File: src/rtl/rit_pkg.sv
// Shared types and codes for the range increment / mod-3 count tree.
package rit_pkg;

	localparam logic CMD_ADD   = 1'b0;
	localparam logic CMD_COUNT = 1'b1;

	localparam logic REG_ACTIVE_LENGTH = 1'b0;

	typedef enum logic [4:0] {
		OP_IDLE,
		OP_CLR_INIT,
		OP_CLR_STEP,
		OP_LOAD,
		OP_DOWN_INIT,
		OP_RD_PARENT,
		OP_CAP_PARENT,
		OP_WR_CHILD0,
		OP_WR_CHILD1,
		OP_WR_PARENT,
		OP_BU_INIT,
		OP_BU_LEFT_RD,
		OP_BU_LEFT_APPLY,
		OP_BU_RIGHT_RD,
		OP_BU_RIGHT_APPLY,
		OP_BU_SHIFT,
		OP_UP_INIT,
		OP_RB_RD0,
		OP_RB_RD1,
		OP_RB_RDP,
		OP_RB_WR
	} rit_op_t;

	typedef struct packed {
		rit_op_t op;
		logic    path;
	} rit_ctrl_t;

	typedef struct packed {
		logic clr_last;
		logic empty;
		logic is_count;
		logic tag_zero;
		logic sh_last;
		logic sh_top;
		logic path;
		logic lr_lt;
		logic l_odd;
		logic r_odd;
	} rit_stat_t;

	typedef enum logic [4:0] {
		ST_IDLE,
		ST_CLR,
		ST_LOAD,
		ST_PR,
		ST_PD,
		ST_CD0,
		ST_CD1,
		ST_PW,
		ST_PINIT1,
		ST_BINIT,
		ST_BL,
		ST_BLD,
		ST_BR,
		ST_BRD,
		ST_BS,
		ST_RINIT0,
		ST_RINIT1,
		ST_RR0,
		ST_RD0,
		ST_RD1,
		ST_RDP,
		ST_DONE
	} rit_state_t;

endpackage

File: src/rtl/rit_ctrl.sv
// Controller: sequences clearing, push-down, range walk and rebuild.
module rit_ctrl
	import rit_pkg::*;
(
	input  logic      clk,
	input  logic      arst_n,
	input  logic      start,
	input  logic      clr_req,
	input  rit_stat_t stat,
	output rit_ctrl_t ctrl,
	output logic      busy,
	output logic      done
);

	rit_state_t state_q, state_d;

	always_ff @(posedge clk or negedge arst_n) begin
		if (!arst_n) begin
			state_q <= ST_CLR;
		end else begin
			state_q <= state_d;
		end
	end

	always_comb begin
		state_d   = state_q;
		ctrl.op   = OP_IDLE;
		ctrl.path = 1'b0;
		busy      = (state_q != ST_IDLE) || clr_req;
		done      = 1'b0;
		case (state_q)
			ST_IDLE: begin
				if (clr_req) begin
					ctrl.op = OP_CLR_INIT;
					state_d = ST_CLR;
				end else if (start) begin
					ctrl.op = OP_LOAD;
					state_d = ST_LOAD;
				end
			end
			ST_CLR: begin
				ctrl.op = OP_CLR_STEP;
				if (stat.clr_last) begin
					state_d = ST_IDLE;
				end
			end
			ST_LOAD: begin
				ctrl.op = OP_DOWN_INIT;
				state_d = stat.empty ? ST_DONE : ST_PR;
			end
			ST_PR: begin
				ctrl.op = OP_RD_PARENT;
				state_d = ST_PD;
			end
			ST_PD: begin
				ctrl.op = OP_CAP_PARENT;
				if (!stat.tag_zero) begin
					state_d = ST_CD0;
				end else if (!stat.sh_last) begin
					state_d = ST_PR;
				end else begin
					state_d = stat.path ? ST_BINIT : ST_PINIT1;
				end
			end
			ST_CD0: begin
				ctrl.op = OP_WR_CHILD0;
				state_d = ST_CD1;
			end
			ST_CD1: begin
				ctrl.op = OP_WR_CHILD1;
				state_d = ST_PW;
			end
			ST_PW: begin
				ctrl.op = OP_WR_PARENT;
				if (!stat.sh_last) begin
					state_d = ST_PR;
				end else begin
					state_d = stat.path ? ST_BINIT : ST_PINIT1;
				end
			end
			ST_PINIT1: begin
				ctrl.op   = OP_DOWN_INIT;
				ctrl.path = 1'b1;
				state_d   = ST_PR;
			end
			ST_BINIT: begin
				ctrl.op = OP_BU_INIT;
				state_d = ST_BL;
			end
			ST_BL: begin
				if (!stat.lr_lt) begin
					state_d = stat.is_count ? ST_DONE : ST_RINIT0;
				end else if (stat.l_odd) begin
					ctrl.op = OP_BU_LEFT_RD;
					state_d = ST_BLD;
				end else begin
					state_d = ST_BR;
				end
			end
			ST_BLD: begin
				ctrl.op = OP_BU_LEFT_APPLY;
				state_d = ST_BR;
			end
			ST_BR: begin
				if (stat.r_odd) begin
					ctrl.op = OP_BU_RIGHT_RD;
					state_d = ST_BRD;
				end else begin
					ctrl.op = OP_BU_SHIFT;
					state_d = ST_BL;
				end
			end
			ST_BRD: begin
				ctrl.op = OP_BU_RIGHT_APPLY;
				state_d = ST_BS;
			end
			ST_BS: begin
				ctrl.op = OP_BU_SHIFT;
				state_d = ST_BL;
			end
			ST_RINIT0: begin
				ctrl.op = OP_UP_INIT;
				state_d = ST_RR0;
			end
			ST_RINIT1: begin
				ctrl.op   = OP_UP_INIT;
				ctrl.path = 1'b1;
				state_d   = ST_RR0;
			end
			ST_RR0: begin
				ctrl.op = OP_RB_RD0;
				state_d = ST_RD0;
			end
			ST_RD0: begin
				ctrl.op = OP_RB_RD1;
				state_d = ST_RD1;
			end
			ST_RD1: begin
				ctrl.op = OP_RB_RDP;
				state_d = ST_RDP;
			end
			ST_RDP: begin
				ctrl.op = OP_RB_WR;
				if (!stat.sh_top) begin
					state_d = ST_RR0;
				end else begin
					state_d = stat.path ? ST_DONE : ST_RINIT1;
				end
			end
			ST_DONE: begin
				done    = stat.is_count;
				state_d = ST_IDLE;
			end
			default: begin
				state_d = ST_IDLE;
			end
		endcase
	end

endmodule

File: config.mk
export PLATFORM = sky130hd
export DESIGN_NAME = rit_ctrl
export DESIGN_NICKNAME = d
export VERILOG_FILES = /design/src/rtl/rit_pkg.sv /design/src/rtl/rit_ctrl.sv
export SDC_FILE = /design/constraint.sdc
export NUM_CORES = 1
export LEC_CHECK = 0
export BUFFER_PORTS_ARGS = -buffer_cell sky130_fd_sc_hd__buf_2
export CORE_MARGIN = 2
export CORE_UTILIZATION = 50
export CTS_CLUSTER_SIZE = 30
export DETAILED_ROUTE_END_ITERATION = 7
export GPL_ROUTABILITY_DRIVEN = 0
export PLACE_DENSITY = 0.74
export SKIP_CTS_REPAIR_TIMING = 1
export SYNTH_ARGS = -nofsm -noshare
export SYNTH_HDL_FRONTEND = slang
export SYNTH_SLANG_ARGS = --single-unit
File: constraint.sdc
create_clock -name clk -period 3.9 [get_ports clk]
set_input_delay 0.78 -clock clk [delete_from_list [all_inputs] [get_ports clk]]
set_output_delay 0.78 -clock clk [all_outputs]
set_load 0.01 [all_outputs]
==> metrics.csv, run 1 <==
metric;value;unit
proportion of total power due to net switching;53.0;%
cell type with the largest total area after synthesis;sky130_fd_sc_hd__dfrtp_1;
Synth top area share;11.8;%
sequential share of power;28.6;%
maximum vdd ir drop;500;uV
Final Hold Fails;0;
share of synthesized registers carrying an async set or reset;100;%
Arrival @ worst endpoint;2.07;ns
cell types with the largest area share after synthesis;sky130_fd_sc_hd__dfrtp_1, sky130_fd_sc_hd__o21ai_0, sky130_fd_sc_hd__a21oi_1;
detailed-route wire length;2.25;mm
minimum setup slack after placement;1.37;ns
post-DR vias/cell;6.64;
synthesized-area fraction occupied by and/or/nand/nor cells;27.7;%
Placed Cells;142;
combinational family with the most area after synthesis;compound AO/OA/AOI/OAI gates;
slew at the pin closest to its max-slew limit;0.855;ns
clock group share of total power;9.6;%
clock buffer depth;2;
Port Buffer Count;21;
CTS clock-pin slew for the worst setup and hold paths;0.05;ns
final standard cell count with taps included and fillers excluded;146;
number of clock sinks;5;
logic gate share of total power;61.8;%
normalized max-slew margin;43.0;%
wire length of the first global-routing pass;3.84;mm
top-count cell post-synth;sky130_fd_sc_hd__o21ai_0;
Top Ports;22;
largest registers in the final layout;state_q: 5 flops;
leading cell types by count after synthesis;sky130_fd_sc_hd__o21ai_0, sky130_fd_sc_hd__a21oi_1, sky130_fd_sc_hd__nand2_1, sky130_fd_sc_hd__nor2_1, sky130_fd_sc_hd__nor2b_1;
compound-cell area share of the yosys netlist;42.5;%
Data required, critical path;3.12;ns
net count of the mapped netlist;130;
cell at the root of the clock tree;sky130_fd_sc_hd__clkbuf_4;
DP HPWL;1.59;mm
timing-limited maximum frequency;351;MHz
outcome;completed;
width of the die;45.1;um
Setup TNS Final;0;ns
number of distinct library cells after synthesis;48;
core region area;1540;um2
reported leakage power;0.381;nW
per-instance average area after synthesis;7.29;um2
period utilisation layout;73.2;%
antenna diode count;0;
least setup slack across all paths after layout;1.05;ns
time the final worst path needs with I/O delays and setup;2.85;ns
sum of internal, switching and leakage power;0.000677;W
area share of xor/xnor cells in the synthesized design;1.04;%
critical path class;reg -> out;
Detail Route Antenna Nets;0;
vias in the first global route;835;
post-DR wirelength/cell;15.4;um
maximum number of pins on one net before global-route repair;30;
Net count, final;145;
cell area after synthesis;846;um2
sequential cell area fraction in the yosys report;14.9;%
number of max-cap violations;0;
post-synthesis instance total;116;
portion of netlist area occupied by mux cells;1.33;%
antenna violations before repair;0;
#FFs+latches synth;5;
Die Footprint;2040;um2
startpoint types;flop;
global routing usage summed across all routing layers;26.0;%
worst min-delay path category;in -> async;
die height;45.1;um
max FFs per register;5;
level count of the clock H-tree;1;
DRC violation count after routing;0;
P&R area growth vs syn;7.10;%
power density over the cells;747;nW/um2
number of flops mapped to enable cells by yosys;0;
Most used DFF post-synth;sky130_fd_sc_hd__dfrtp_1;
sort of element at the end of the critical path;primary output;
largest reg by FF count;state_q;
P_int;0.000318;W
unrepaired setup endpoints after global routing;false;
Iteration-0 DRC Markers;57;
CTS tree;yes;
core occupancy in the finished layout;58.8;%
starting density of the core;54.9;%
number of clock buffers inserted by TritonCTS;3;
total number of vias;970;
synthesized-area fraction occupied by adder cells;0;%
clock insertion delay at the later pin of the skew report;0.26;ns
number of search-and-repair iterations in the first detailed-routing pass;4;
leftover overflow at the end of global routing;0;
CP Max Fanout;29;
Fin Clk Skew;0.00733;ns
Syn. warnings;0;
share of cells above drive strength 1;24.6;%
Finish-stage setup viols;0;
max-slew violation count;0;
switching component of the power;0.000359;W
standard-cell rows;14;
[worst paths after layout]
kind | from | end | slack, ns | cells after the start
max | state_q[2] | ctrl[1] | 1.05 | 4
min | arst_n | state_q[2] | 0.32 | 1
max in group asynchronous | arst_n | state_q[0] | 3.37 | 1
min in group clk | state_q[0] | state_q[0] | 0.79 | 2
min reg2reg | state_q[0] | state_q[0] | 0.79 | 2
max reg2reg | state_q[3] | state_q[0] | 2.01 | 4
[kinds of logic (layout without fill, tap and decap cells)]
logic type,Yosys count,count (layout)
mux,1,1
flops,5,5
buf+inv,15,29
compound gates,51,51
simple gates,43,43
xor+xnor,1,1
[power by group through the flow]
stage / clock network (W) / logic [W] / registers [W]
after floorplan: 0 / 0.000448 / 0.0000897
after global placement: 0 / 0.000410 / 0.000190
after detailed placement: 0 / 0.000415 / 0.000190
after CTS: 0.0000655 / 0.000417 / 0.000189
after global routing: 0.0000720 / 0.000471 / 0.000206
final: 0.0000647 / 0.000418 / 0.000194
[metrics by stage]
step / area [um2] / hold WS, ns
global route: 906 / 0.313
global placement: 880 / 0.594
detailed placement: 880 / 0.594
floorplan: 846 / 0.484
CTS: 906 / 0.318
finish: 906 / 0.319
[worst max-delay path, cell delays in order, from the launching register on]
cell                      delay, ns
sky130_fd_sc_hd__dfrtp_1       0.89
sky130_fd_sc_hd__nand2_1       0.27
sky130_fd_sc_hd__a221o_1       0.41
sky130_fd_sc_hd__o21ai_0       0.07
sky130_fd_sc_hd__buf_2         0.16
[cells in the final DEF, fill, tap and decap left out, types with 2 or more instances in the layout]
cell	n
sky130_fd_sc_hd__nand2b_1	4
sky130_fd_sc_hd__a21o_1	2
sky130_fd_sc_hd__buf_2	21
sky130_fd_sc_hd__and2_1	2
sky130_fd_sc_hd__nand3_1	2
sky130_fd_sc_hd__or2_2	2
sky130_fd_sc_hd__nand2_1	9
sky130_fd_sc_hd__nor2b_1	5
sky130_fd_sc_hd__nor2_1	7
sky130_fd_sc_hd__clkbuf_4	3
sky130_fd_sc_hd__dfrtp_1	4
sky130_fd_sc_hd__o21ai_0	12
sky130_fd_sc_hd__a221o_1	2
sky130_fd_sc_hd__inv_1	4
sky130_fd_sc_hd__a31oi_1	3
sky130_fd_sc_hd__nor4_1	2
sky130_fd_sc_hd__a21oi_1	10
sky130_fd_sc_hd__o41ai_1	2
sky130_fd_sc_hd__nor3_1	2
sky130_fd_sc_hd__a32oi_1	3
sky130_fd_sc_hd__a211o_1	2
sky130_fd_sc_hd__nand4_1	2
[layout make-up]
cell class                      instances  area, um2
Sequential cell                         5        126
Timing Repair Buffer                   21        105
Fill cell                             163        636
Inverter                                4       15.0
Clock buffer                            4       26.3
Multi-Input combinational cell         96        613
Tap cell                               16       20.0
[per-layer routing]
| metal | track usage [%] | up-vias | share of wire [%] | wire [um] |
|---|---|---|---|---|
| met5 | 0 | - | 0 | 0 |
| li1 | - | 471 | - | - |
| met1 | 35.9 | 438 | 45 | 1010 |
| met2 | 39.4 | 56 | 44 | 990 |
| met4 | 7.65 | 0 | 1.6 | 36 |
| met3 | 7.20 | 5 | 9.5 | 214 |
No activity file was read; power rests on OpenSTA's default activity.
==> run 2, diff against run 1 <==
CORE_UTILIZATION = 47   (was 50)
PLACE_DENSITY = 0.73   (was 0.74)
clock period = 2.3 ns   (was 3.9 ns; I/O delays follow)
==> run 2 against run 1 <==
  * Die area grew 5.8%
  * Cell area rose by 7.3%
  * Power is 81% higher
  * Non-clock buffer count grew 6
  * Wire length rose by 13%
  * Sequential share of layout area shrank 0.57 points
  * Clock skew shrank 0.0067 ns
  * Combinational power grew 100%
  * Via count grew 6.4%
  * First-iteration DRC count unchanged
  * Sequential power rose by 42%
  * Critical path type unchanged
  * Largest power group unchanged
==> metrics.csv, run 2 (synthesis results as in run 1) <==
metric;value;unit;change
final std cell area, no fill;972;um2;+7.3%
Fin Clk Skew;0.000591;ns;-0.00674 ns
level count of the clock H-tree;1;;unchanged
number of fill cells;164;;+0.61%
max-slew violation count;0;;unchanged
clock group share of total power;8.8;%;-0.8 points
detailed-route wire length;2.55;mm;+13%
time the final worst path needs with I/O delays and setup;2.18;ns;
outcome;completed;;
sort of element at the end of the critical path;primary output;;
Data required, critical path;1.84;ns;-1.28 ns
P&R area growth vs syn;14.9;%;
Iteration-0 DRC Markers;57;;unchanged
Setup TNS Final;0;ns;unchanged
number of clock buffers inserted by TritonCTS;3;;unchanged
leftover overflow at the end of global routing;0;;unchanged
critical path class;reg -> out;;
wire length of the first global-routing pass;4.06;mm;+5.6%
Net count, final;151;;+4.1%
maximum vdd ir drop;739;uV;+48%
core region area;1710;um2;+11%
clock insertion delay at the later pin of the skew report;0.25;ns;about the same
CTS tree;yes;;
Finish-stage setup viols;0;;unchanged
DRC violation count after routing;0;;unchanged
CTS clock-pin slew for the worst setup and hold paths;0.05;ns;about the same
highest-delay cell along the critical path;sky130_fd_sc_hd__dfrtp_2;;
cell at the root of the clock tree;sky130_fd_sc_hd__clkbuf_4;;
standard-cell rows;15;;+1
sequential share of power;22.5;%;-6.1 points
number of max-cap violations;0;;unchanged
leading cell type in the layout, fill and taps excluded;sky130_fd_sc_hd__buf_2;;
Arrival @ worst endpoint;1.72;ns;-0.35 ns
power density over the cells;1260;nW/um2;+69%
crit-path max cell delay;0.46;ns;-0.43 ns
depth of the most critical reg-to-reg path;4;;unchanged
CP Max Fanout;8;;-72%
antenna diode count;0;;unchanged
DP HPWL;1.86;mm;+17%
number of search-and-repair iterations in the first detailed-routing pass;4;;unchanged
proportion of total power due to net switching;52.1;%;-0.94 points
Port Buffer Count;21;;unchanged
die height;46.4;um;+2.9%
post-DR wirelength/cell;15.9;um;+2.8%
post-DR vias/cell;6.41;;-3.5%
switching component of the power;0.000639;W;+78%
worst min-delay path category;in -> async;;
cell area reported after detailed placement;936;um2;+6.4%
vias in the first global route;923;;+11%
largest reg by FF count;state_q;;
global routing usage summed across all routing layers;26.3;%;+0.29 points
total number of vias;1032;;+6.4%
unrepaired setup endpoints after global routing;false;;
P_int;0.000588;W;+85%
share of cells above drive strength 1;30.9;%;+6.3 points
top library cells by usage in the layout, fill and taps aside;sky130_fd_sc_hd__buf_2, sky130_fd_sc_hd__o21ai_0, sky130_fd_sc_hd__a21oi_1, sky130_fd_sc_hd__nand2_1, sky130_fd_sc_hd__nor2_1;;
antenna violations before repair;0;;unchanged
startpoint types;flop;;
normalized max-slew margin;64.8;%;+22 points
max FFs per register;5;;unchanged
reported leakage power;0.412;nW;+8.4%
number of clock sinks;5;;unchanged
timing-limited maximum frequency;459;MHz;
width of the die;46.4;um;+2.9%
largest registers in the final layout;state_q: 5 flops;;
critical path, cell by cell;inv_1, nand2_1, a221o_1, o21ai_0, buf_2;;
slew at the pin closest to its max-slew limit;0.527;ns;-0.328 ns
Final Hold Fails;0;;unchanged
Top Ports;22;;unchanged
maximum number of pins on one net before global-route repair;23;;-23%
clock buffer depth;2;;unchanged
period utilisation layout;94.8;%;
starting density of the core;49.5;%;-5.3 points
logic gate share of total power;68.8;%;+7.0 points
Die Footprint;2150;um2;+5.8%
Detail Route Antenna Nets;0;;unchanged
## run 2: cell count changes in the layout (fill, tap and decap cells not counted)
cell,previous run,this run
sky130_fd_sc_hd__buf_4,0,6
sky130_fd_sc_hd__clkinv_2,0,1
sky130_fd_sc_hd__nor2_4,0,1
sky130_fd_sc_hd__dfrtp_1,4,1
sky130_fd_sc_hd__dfrtp_2,0,3
sky130_fd_sc_hd__nor2_2,1,0
sky130_fd_sc_hd__clkbuf_1,1,0
## run 2: worst max-delay path: cells and delay by family (launching register included)
family,cells,cell delay [ns]
flip-flops,1,0.46
AO/OA/AOI/OAI,2,0.45
buffers and inverters,2,0.38
AND/OR/NAND/NOR,1,0.18
## run 2: layout make-up
| cell class | count | area (um2) | area share, % |
|---|---|---|---|
| multi-input cells | 96 | 618 | 63.6 |
| repair buffers | 27 | 150 | 15.4 |
| flip-flops and latches | 5 | 130 | 13.4 |
| well taps | 25 | 31.3 | 3.22 |
| clock buffers | 3 | 22.5 | 2.32 |
| inverters | 4 | 15.0 | 1.54 |
| clock inverters | 1 | 5.00 | 0.515 |
## run 2: path summary, 6_finish.rpt
path / startpoint / end / slack (ns)
max: state_q[3] / ctrl[1] / 0.12
min in group clk: stat[5] / state_q[3] / 0.50
max in group asynchronous: arst_n / state_q[0] / 2.07
min reg2reg: state_q[3] / state_q[0] / 0.76
min: arst_n / state_q[3] / 0.02
max reg2reg: state_q[1] / state_q[1] / 0.53
## run 2: power by group through the flow
| stage | clock network, W | logic, W | registers, W |
|---|---|---|---|
| finish | 0.000107 | 0.000844 | 0.000276 |
| global route | 0.000115 | 0.000934 | 0.000284 |
| CTS | 0.000109 | 0.000831 | 0.000260 |
| detailed placement | 0 | 0.000823 | 0.000260 |
| global placement | 0 | 0.000810 | 0.000258 |
| floorplan | 0 | 0.000760 | 0.000152 |
## run 2: routing by layer
layer | vias to the layer above | wire (um) | share of wire, % | global-route usage [%]
met4 | 0 | 67 | 2.6 | 16.6
met1 | 475 | 1110 | 44 | 35.8
met3 | 11 | 210 | 8.2 | 3.53
met5 | - | 0 | 0 | 0
li1 | 488 | - | - | -
met2 | 58 | 1160 | 46 | 38.6
## run 2: per-stage QoR
step                      total power (W)  hold slack (ns)  cells  utilization (%)  worst slack (ns)
after floorplan                  0.000912            0.164    116                -             0.554
after global placement            0.00107            0.274    157             54.8             0.410
after detailed placement          0.00108            0.280    157             54.8             0.375
after CTS                         0.00120           0.0124    161             56.4            0.0934
after global routing              0.00133           0.0113    161             56.9            0.0255
final                             0.00123           0.0152    161             56.9             0.119
